## config.mk

```make
export PLATFORM = sky130hd
export DESIGN_NAME = prime_factorization
export DESIGN_NICKNAME = d
export VERILOG_FILES = /design/src/pfact_pkg.sv /design/src/prime_factorization.sv /design/src/pfact_ctrl.sv /design/src/pfact_dp.sv
export SDC_FILE = /design/constraint.sdc
export NUM_CORES = 1
export LEC_CHECK = 0
export ABC_CLOCK_PERIOD_IN_PS = 6600
export BUFFER_PORTS_ARGS = -buffer_cell sky130_fd_sc_hd__buf_2
export CORE_MARGIN = 2
export CORE_UTILIZATION = 60
export DETAILED_ROUTE_END_ITERATION = 6
export PLACE_DENSITY = 0.86
export SLEW_MARGIN = 20
export SYNTH_ARGS = -nofsm -noshare
export SYNTH_HDL_FRONTEND = slang
export SYNTH_SLANG_ARGS = --single-unit
```

## constraint.sdc

```tcl
create_clock -name clk -period 6.6 [get_ports clk]
set_input_delay 0.33 -clock clk [delete_from_list [all_inputs] [get_ports clk]]
set_output_delay 0.33 -clock clk [all_outputs]
set_load 0.01 [all_outputs]
```

## src/pfact_pkg.sv

```systemverilog
package pfact_pkg;

    localparam int VALUE_BITS_DEF = 31;
    localparam int MAX_RESULTS    = 30;
    localparam int COUNT_BITS     = $clog2(MAX_RESULTS);

    typedef enum logic [2:0] {
        ST_IDLE,
        ST_EMPTY,
        ST_LOOP,
        ST_DIV,
        ST_JUDGE,
        ST_FINISH
    } pfact_state_t;

    typedef enum logic [1:0] {
        EMIT_PEND,
        EMIT_REST,
        EMIT_EMPTY
    } pfact_emit_t;

    // controller -> datapath
    typedef struct packed {
        logic        load;         // take a new item
        logic        div_start;    // start rest / divisor
        logic        take_factor;  // divisor divides: pend <= d, rest <= quotient
        logic        next_div;     // advance to next trial divisor
        logic        clr_pend;     // pending factor has been sent
        logic        emit;         // write output register
        pfact_emit_t emit_sel;
        logic        emit_last;
    } pfact_cmd_t;

    // datapath -> controller
    typedef struct packed {
        logic in_small;     // incoming value <= 1
        logic sq_le_rest;   // d*d <= rest
        logic div_busy;
        logic rem_zero;
        logic at_limit;     // result count reached MAX_RESULTS-1
        logic pend_valid;
        logic rest_gt1;
        logic out_free;
    } pfact_status_t;

endpackage

```

## src/prime_factorization.sv

```systemverilog
// Trial-division factorizer. Each trial divisor costs one bit-serial division
// plus the loop and judge states, so the worst case grows with sqrt(value) and
// falls on a large prime; an input of 0 or 1 skips the search (empty result).
// Throughput: one item at a time; the next item is taken once the last result
// is in the output register. The bit-serial divider sets the rate.
// Reset: rst_n asynchronous, active low; returns to idle with no result pending.
module prime_factorization #(
    parameter int VALUE_BITS = pfact_pkg::VALUE_BITS_DEF
) (
    input  logic                  clk,
    input  logic                  rst_n,
    input  logic                  in_valid,
    output logic                  in_ready,
    input  logic [VALUE_BITS-1:0] value,
    output logic                  out_valid,
    input  logic                  out_ready,
    output logic [VALUE_BITS-1:0] factor,
    output logic                  last,
    output logic                  empty_res
);
    import pfact_pkg::*;

    // The controller walks trial divisors d = 2, 3, ... while d*d <= rest.
    // For each it runs the serial divider on rest / d; a zero remainder
    // records d as a factor and divides again with the same d.
    // A found factor is held in a pending register until the next one is
    // known, so the final item can carry last without a second pass.
    // The datapath owns the output register, so a waiting result never
    // blocks the search beyond the cycle that needs to write it.

    pfact_cmd_t    cmd;
    pfact_status_t st;

    pfact_ctrl u_ctrl (
        .clk      (clk),
        .rst_n    (rst_n),
        .in_valid (in_valid),
        .in_ready (in_ready),
        .st       (st),
        .cmd      (cmd)
    );

    pfact_dp #(
        .VALUE_BITS (VALUE_BITS)
    ) u_dp (
        .clk       (clk),
        .rst_n     (rst_n),
        .value     (value),
        .cmd       (cmd),
        .st        (st),
        .out_valid (out_valid),
        .out_ready (out_ready),
        .factor    (factor),
        .last      (last),
        .empty_res (empty_res)
    );

endmodule

```

## src/pfact_ctrl.sv

```systemverilog
module pfact_ctrl (
    input  logic                    clk,
    input  logic                    rst_n,
    input  logic                    in_valid,
    output logic                    in_ready,
    input  pfact_pkg::pfact_status_t st,
    output pfact_pkg::pfact_cmd_t    cmd
);
    import pfact_pkg::*;

    pfact_state_t state_reg;
    pfact_state_t state_next;

    always_ff @(posedge clk or negedge rst_n)
    begin
        if (!rst_n)
        begin
            state_reg <= ST_IDLE;
        end
        else
        begin
            state_reg <= state_next;
        end
    end

    always_comb
    begin
        cmd        = '0;
        state_next = state_reg;
        in_ready   = 1'b0;
        case (state_reg)
            ST_IDLE:
            begin
                in_ready = 1'b1;
                if (in_valid)
                begin
                    cmd.load   = 1'b1;
                    state_next = st.in_small ? ST_EMPTY : ST_LOOP;
                end
            end
            ST_EMPTY:
            begin
                if (st.out_free)
                begin
                    cmd.emit      = 1'b1;
                    cmd.emit_sel  = EMIT_EMPTY;
                    cmd.emit_last = 1'b1;
                    state_next    = ST_IDLE;
                end
            end
            ST_LOOP:
            begin
                if (st.sq_le_rest)
                begin
                    cmd.div_start = 1'b1;
                    state_next    = ST_DIV;
                end
                else
                begin
                    state_next = ST_FINISH;
                end
            end
            ST_DIV:
            begin
                if (!st.div_busy)
                begin
                    state_next = ST_JUDGE;
                end
            end
            ST_JUDGE:
            begin
                if (st.rem_zero)
                begin
                    if (st.at_limit)
                    begin
                        // the undivided rest closes the list unfactored
                        state_next = ST_FINISH;
                    end
                    else if (!st.pend_valid || st.out_free)
                    begin
                        if (st.pend_valid)
                        begin
                            cmd.emit     = 1'b1;
                            cmd.emit_sel = EMIT_PEND;
                        end
                        cmd.take_factor = 1'b1;
                        cmd.div_start   = 1'b1;
                        state_next      = ST_DIV;
                    end
                end
                else
                begin
                    cmd.next_div = 1'b1;
                    state_next   = ST_LOOP;
                end
            end
            ST_FINISH:
            begin
                if (st.out_free)
                begin
                    cmd.emit = 1'b1;
                    if (st.pend_valid)
                    begin
                        cmd.emit_sel  = EMIT_PEND;
                        cmd.emit_last = !st.rest_gt1;
                        cmd.clr_pend  = 1'b1;
                        if (!st.rest_gt1)
                        begin
                            state_next = ST_IDLE;
                        end
                    end
                    else
                    begin
                        cmd.emit_sel  = EMIT_REST;
                        cmd.emit_last = 1'b1;
                        state_next    = ST_IDLE;
                    end
                end
            end
            default:
            begin
                state_next = ST_IDLE;
            end
        endcase
    end

endmodule

```

## src/pfact_dp.sv

```systemverilog
module pfact_dp #(
    parameter int VALUE_BITS = pfact_pkg::VALUE_BITS_DEF
) (
    input  logic                     clk,
    input  logic                     rst_n,
    input  logic [VALUE_BITS-1:0]    value,
    input  pfact_pkg::pfact_cmd_t    cmd,
    output pfact_pkg::pfact_status_t st,
    output logic                     out_valid,
    input  logic                     out_ready,
    output logic [VALUE_BITS-1:0]    factor,
    output logic                     last,
    output logic                     empty_res
);
    import pfact_pkg::*;

    localparam int VB       = VALUE_BITS;
    localparam int CNT_BITS = $clog2(VB + 1);

    logic [VB-1:0]         rest_reg;
    logic [VB-1:0]         d_reg;
    logic [VB:0]           sq_reg;       // d*d, kept by increments
    logic [VB-1:0]         pend_reg;
    logic                  pend_valid_reg;
    logic [COUNT_BITS-1:0] count_reg;

    // restoring divider, one quotient bit per cycle
    logic [VB-1:0]         quo_reg;
    logic [VB-1:0]         rem_reg;
    logic [CNT_BITS-1:0]   dcnt_reg;
    logic                  busy_reg;

    logic                  out_valid_reg;
    logic [VB-1:0]         factor_reg;
    logic                  last_reg;
    logic                  empty_reg;

    logic [VB:0]           shl;
    logic [VB+1:0]         diff;
    logic                  borrow;
    logic                  out_free;

    assign shl    = {rem_reg, quo_reg[VB-1]};
    assign diff   = {1'b0, shl} - {2'b00, d_reg};
    assign borrow = diff[VB+1];

    assign out_free = !out_valid_reg || out_ready;

    always_comb
    begin
        st.in_small   = (value <= VB'(1));
        st.sq_le_rest = (sq_reg <= {1'b0, rest_reg});
        st.div_busy   = busy_reg;
        st.rem_zero   = (rem_reg == '0);
        st.at_limit   = (count_reg == COUNT_BITS'(MAX_RESULTS - 1));
        st.pend_valid = pend_valid_reg;
        st.rest_gt1   = (rest_reg > VB'(1));
        st.out_free   = out_free;
    end

    // control state
    always_ff @(posedge clk or negedge rst_n)
    begin
        if (!rst_n)
        begin
            busy_reg       <= 1'b0;
            pend_valid_reg <= 1'b0;
            count_reg      <= '0;
            out_valid_reg  <= 1'b0;
        end
        else
        begin
            if (cmd.div_start)
            begin
                busy_reg <= 1'b1;
            end
            else if (busy_reg && dcnt_reg == CNT_BITS'(1))
            begin
                busy_reg <= 1'b0;
            end

            if (cmd.load || cmd.clr_pend)
            begin
                pend_valid_reg <= 1'b0;
            end
            else if (cmd.take_factor)
            begin
                pend_valid_reg <= 1'b1;
            end

            if (cmd.load)
            begin
                count_reg <= '0;
            end
            else if (cmd.take_factor)
            begin
                count_reg <= count_reg + COUNT_BITS'(1);
            end

            if (cmd.emit)
            begin
                out_valid_reg <= 1'b1;
            end
            else if (out_ready)
            begin
                out_valid_reg <= 1'b0;
            end
        end
    end

    // payload
    always_ff @(posedge clk)
    begin
        if (cmd.load)
        begin
            rest_reg <= value;
            d_reg    <= VB'(2);
            sq_reg   <= (VB + 1)'(4);
        end
        else
        begin
            if (cmd.take_factor)
            begin
                rest_reg <= quo_reg;
                pend_reg <= d_reg;
            end
            if (cmd.next_div)
            begin
                d_reg  <= d_reg + VB'(1);
                sq_reg <= sq_reg + {d_reg, 1'b1};
            end
        end

        if (cmd.div_start)
        begin
            quo_reg  <= cmd.take_factor ? quo_reg : rest_reg;
            rem_reg  <= '0;
            dcnt_reg <= CNT_BITS'(VB);
        end
        else if (busy_reg)
        begin
            quo_reg  <= {quo_reg[VB-2:0], !borrow};
            rem_reg  <= borrow ? shl[VB-1:0] : diff[VB-1:0];
            dcnt_reg <= dcnt_reg - CNT_BITS'(1);
        end

        if (cmd.emit)
        begin
            case (cmd.emit_sel)
                EMIT_PEND:  factor_reg <= pend_reg;
                EMIT_REST:  factor_reg <= rest_reg;
                EMIT_EMPTY: factor_reg <= '0;
                default:    factor_reg <= '0;
            endcase
            last_reg  <= cmd.emit_last;
            empty_reg <= (cmd.emit_sel == EMIT_EMPTY);
        end
    end

    assign out_valid = out_valid_reg;
    assign factor    = factor_reg;
    assign last      = last_reg;
    assign empty_res = empty_reg;

endmodule

```

; After elaboration in Yosys (flattened, before gate mapping)
; Index checks and enable logic that the tools add are counted.
[totals]
inputBits = 35
out_inout_bits = 35
regBits = 236
elab_cells = 104
[classes]
add_sub_neg = 5
magnitude_cmp = 3
muxes = 47
reduce_logical = 18
bitwise_logic = 1
n_eq_ne = 15
[op_table]
columns = op, count
row1 = 31-bit 2-to-1 mux, 5
row2 = 31-bit case mux with 2 select lines, 1
row3 = 3-bit 2-to-1 mux, 14
row4 = 32-bit by 31-bit subtractor with 33-bit output, 1
row5 = 32-bit adder, 1
row6 = 32-bit by 31-bit <= comparator with 1-bit output, 1
row7 = "31-bit by 1-bit adder with 31-bit output, second input constant", 1
row8 = "31-bit by 1-bit greater-than comparator with 1-bit output, second input constant", 1
row9 = "31-bit by 1-bit <= comparator with 1-bit output, second input constant", 1
row10 = 31-bit logical NOT, 1
row11 = 3-bit case mux with 6 select lines, 1
row12 = 5-bit 2-to-1 mux, 3
row13 = 1-bit 2-to-1 mux, 13
row14 = 2-bit 2-to-1 mux, 6
row15 = 2-bit nonzero test, 5
row16 = 3-bit case mux with 3 select lines, 1
row17 = "3-bit by 2-bit == test with 1-bit output, second input constant", 2
row18 = "3-bit == test, second input constant", 2
row19 = 6-bit AND reduction, 1
row20 = "5-bit by 1-bit adder with 5-bit output, second input constant", 1
row21 = "5-bit by 1-bit == test with 1-bit output, second input constant", 1
row22 = "5-bit == test, second input constant", 1
row23 = "5-bit by 1-bit subtractor with 5-bit output, second input constant", 1
row24 = 1-bit logical NOT, 4
row25 = 15 further kinds, 20

; Longest topological paths before layout
[logic_depth]
depth_word = 9
mapped_depth = 13
mapped_depth_nobuf = 12

; Modules after synthesis
; Synthesis repeated with hierarchy kept, for this count alone.
[unflattened]
cells_unflattened = 1489
area_unflattened_um2 = 13864.5
[modules_own_cells]
columns = mod, seq_area_each_um2, cells_per_inst, n_inst, area_per_inst_um2
row1 = pfact_dp, 5655.4, 1440, 1, 13509.2
row2 = pfact_ctrl, 75.1, 49, 1, 355.3

; Worst setup path before layout
; No wires, ideal clock.
[synth_timing]
path_type = register -> register
from = register u_dp.rem_reg[2]
to = register u_dp.empty_reg, in the netlist u_dp.empty_res, enable pin
path_slack_ps = 2617
n_path_buf = 0
t_required_ps = 6134
setup_ps = 466
arrival_time_ps = 3517
period_less_slack_ps = 3983
path_stages_with_launch = 8
cell_sequence = dfxtp_1 -> nor4_1 -> nand4_1 -> nor2_1 -> nand2_1 -> nor2_1 -> a31oi_1 -> nor3_1
[synth_rtl]
columns = item, line
row1 = start: declaration, pfact_dp.sv:29  ; logic [VB-1:0] rem_reg;
row2 = start signal: assignment, pfact_dp.sv:143  ; rem_reg <= borrow ? shl[VB-1:0] : diff[VB-1:0];
row3 = end signal: assignment, pfact_dp.sv:156  ; empty_reg <= (cmd.emit_sel == EMIT_EMPTY);
row4 = end: declaration, pfact_dp.sv:36  ; logic empty_reg;

; Final worst setup path
[layout_timing]
from = register u_dp.rest_reg[29]
to = register u_dp.rem_reg[21]
[layout_between]
elab_chain_len = 3
[layout_lines]
columns = item, line
row1 = start: declaration, pfact_dp.sv:20  ; logic [VB-1:0] rest_reg;
row2 = start signal: assignment, pfact_dp.sv:116  ; rest_reg <= value;
row3 = start signal: assignment, pfact_dp.sv:124  ; rest_reg <= quo_reg;
row4 = 32-bit by 31-bit <= comparator with 1-bit output, pfact_dp.sv:52  ; st.sq_le_rest = (sq_reg <= {1'b0, rest_reg});
row5 = 1-bit 2-to-1 mux, pfact_ctrl.sv:53  ; if (st.sq_le_rest)
row6 = 1-bit case mux with 2 select lines, pfact_ctrl.sv:31  ; case (state_reg)
; Every way passes these cells.
; A chain may end at the register's enable or synchronous reset.

==> flow_metrics.env <==
export IMPL_die_h_um=156
export IMPL_slew_limit_headroom_pct=26.2
export IMPL_crit_type="register to register"
export IMPL_cp_required_ns=7.01
export IMPL_synth_cell_type_count=77
export IMPL_num_rows=55
export IMPL_stdcell_count=1958
export IMPL_htree_levels=1
export IMPL_hold_viol_final=0
export IMPL_drc=1
export IMPL_ys_seq_area_share_pct=41.1
export IMPL_final_layout_size_suffix_gt1_share_pct=9.26
export IMPL_crit_start="u_dp.rest_reg[29]$_DFF_P_"
export IMPL_leakage_nw=6.66
export IMPL_crit_arrival_ns=4.43
export IMPL_postRouteAntennaNets=0
export IMPL_startpoint_type="register"
export IMPL_synthToLayoutAreaGrowth_pct=10.7
export IMPL_status="finished with violations"
export IMPL_dp_cells=1909
export IMPL_maxSlewViolCount=0
export IMPL_dp_hpwl_mm=26.1
export IMPL_tightest_slew_ns=1.10
export IMPL_postCtsHoldBufs=1
export IMPL_coreArea_um2=22700
export IMPL_grtUsageTotal_pct=30.5
export IMPL_ir_worst_vdd_mv=0.230
export IMPL_finClkSkew_ns=0.0179
export IMPL_drv_cap=0
export IMPL_rsz0062_at_grt="no"
export IMPL_synth_cells=1613
export IMPL_crit_path_end_kind="register"
export IMPL_cts_tree="yes"
export IMPL_rr_worst_depth=10
export IMPL_drt_total_wl_mm=37.9
export IMPL_fmax_ghz=0.248
export IMPL_worstHoldPathCells=3
export IMPL_cts_setup_buffers=0
export IMPL_via_per_inst=6.52
export IMPL_diodes=0
export IMPL_dieArea_um2=24500
export IMPL_vias=12800
export IMPL_synth_nets=1747
export IMPL_grt_pass1_wl_mm=60.4
export IMPL_r2r_start="u_dp.rest_reg[29]$_DFF_P_"
export IMPL_clk_pin_slew_worst_paths_ns=0.06
export IMPL_boundaryPins=70
export IMPL_hold_class="input port to register"
export IMPL_grt_overflow=0
export IMPL_die_w_um=156
export IMPL_largest_reg_flops=32
export IMPL_crit_path_max_fanout=33
export IMPL_drtIter0Drc=1424
export IMPL_cts_sinks=236
export IMPL_async_reset_ff_share_pct=4.66
export IMPL_clk_latency_ns=0.54
export IMPL_synth_area_um2=14000
export IMPL_grt_pass1_vias=12000
export IMPL_violations="design-rule violations"
export IMPL_fin_nets=1787
export IMPL_pwr_share_seq_pct=35.0
export IMPL_synth_edf_count=95
export IMPL_p_per_area_nw_per_um2=464
export IMPL_period_share_pct=61.0
export IMPL_combPwrFrac_pct=43.0
export IMPL_min_from="value[24]"
export IMPL_grt_max_degree=76
export IMPL_portBuffers=69
export IMPL_cts_resized=0
export IMPL_timing_final_crit_period_ns=4.03
export IMPL_ys_warn_count=0
export IMPL_synth_seq_cells=236
export IMPL_root_buffer="clkbuf_16"
export IMPL_start_util_pct=61.4
export IMPL_antenna_found_initial=0
export IMPL_netSwitchingPower_mw=2.89
export IMPL_pwr_share_clk_pct=22.0
export IMPL_cts_made_buffers=26
export IMPL_setup_violations_final=0
export IMPL_setup_tns_ns=0
export IMPL_drt_first_pass_iters=7
export IMPL_cts_buffer_depth=3
export IMPL_post_drt_wl_per_cell_um=19.4
export IMPL_synth_main_ff_cell="dfxtp_1"
export IMPL_p_sw_share_pct=40.3
export IMPL_worst_hold_slack_ns=0.0734
export IMPL_avgSynthCellArea_um2=8.65
export IMPL_gp_congestion=0.897
export IMPL_p_int_mw=4.28
## metrics by stage
| stage | cell area (um2) | setup WS [ns] | power (mW) | utilization [%] |
|---|---|---|---|---|
| floorplan | 14000 | 2.62 | 4.69 | - |
| global placement | 14500 | 2.62 | 5.35 | 63.8 |
| detailed placement | 14500 | 2.64 | 5.49 | 63.8 |
| CTS | 15400 | 2.59 | 7.09 | 68.0 |
| global route | 15400 | 2.35 | 7.60 | 68.0 |
| finish | 15400 | 2.57 | 7.17 | 68.0 |
## synth_stat cells (all sizes together), types with 28 or more instances
master | instances | area share (%)
o21ai | 103 | 3.7
nand2 | 248 | 6.7
a21o | 34 | 1.8
a21oi | 126 | 4.5
mux2i | 35 | 2.5
dfxtp | 130 | 19
a31oi | 43 | 1.9
ha | 97 | 8.7
nor3 | 30 | 1.1
clkbuf | 57 | 1.5
xnor2 | 56 | 3.5
nor4 | 28 | 1.3
a211oi | 30 | 1.6
nand4 | 28 | 1.3
nor2 | 138 | 3.7
nand3 | 39 | 1.4
edfxtp | 95 | 20
inv | 84 | 2.3
## worst max-delay path: stages, from the launching register on
cell       delay, ns
dfxtp_1         0.47
inv_1           0.08
ha_1            0.30
a21o_1          0.15
a2111oi_0       0.67
o221ai_1        0.24
o21ai_1         0.46
nand2_2         0.75
o21ai_2         0.23
buf_4           0.38
o22ai_1         0.15
## layout make-up
class / count / area (um2)
Multi-Input combinational cell: 1220 / 7640
Fill cell: 1692 / 7270
Sequential cell: 236 / 5730
Clock buffer: 34 / 753
Timing Repair Buffer: 84 / 460
Tap cell: 285 / 357
Inverter: 85 / 319
Clock inverter: 14 / 185
## worst paths after layout
check	to	slack (ns)
max in group asynchronous	u_dp.busy_reg$_DFFE_PN0P_	6.17
max	u_dp.rem_reg[21]$_SDFFE_PP0P_	2.57
min in group asynchronous	u_dp.count_reg[1]$_DFFE_PN0P_	0.21
max reg2reg	u_dp.rem_reg[21]$_SDFFE_PP0P_	2.57
min	u_dp.rest_reg[24]$_DFF_P_	0.07
min reg2reg	u_dp.pend_reg[22]$_DFFE_PP_	0.50
## logic make-up after synthesis
family,after synthesis,synth area share (%)
and+or+nand+nor,591,19.4
AOI/OAI and AO/OA,422,19.1
DFF,236,41.1
buffers and inverters,157,4.38
adders and majority gates,99,8.99
xor gates and xnor gates,72,4.52
muxes,36,2.59
## cells in the final DEF (no fill, tap or decap), types with 7 or more instances in the layout
cell type	instances
xor2_1	16
mux2i_1	35
clkbuf_16	28
a31oi_1	43
o21a_1	13
nand3_1	39
o211ai_1	10
buf_2	69
edfxtp_1	95
inv_1	84
buf_4	14
a21oi_1	125
ha_1	97
nor2_1	133
dfxtp_1	130
and3_1	7
nor3_1	28
nand2b_1	10
dfrtp_1	11
and2_1	7
nand4_1	28
o21ai_0	97
or3_1	11
nand2_1	246
xnor2_1	56
nor2b_1	17
a21o_1	34
nor4_1	28
a211oi_1	30
## metal layers
metal / vias up / track usage [%] / routed length, um
li1: 5906 / - / -
met4: 0 / 12.5 / 1490
met2: 773 / 50.5 / 17500
met3: 130 / 4.38 / 3690
met1: 5960 / 40.3 / 15200
met5: - / 0 / 0
## power by group through the flow
stage	sequential, mW	combinational (mW)	clock (mW)
after floorplan	2.38	2.31	0
after global placement	2.48	2.87	0
after detailed placement	2.50	2.99	0
after CTS	2.48	3.03	1.58
after global routing	2.54	3.42	1.64
final	2.51	3.08	1.58
No activity file was read; power rests on OpenSTA's default activity.
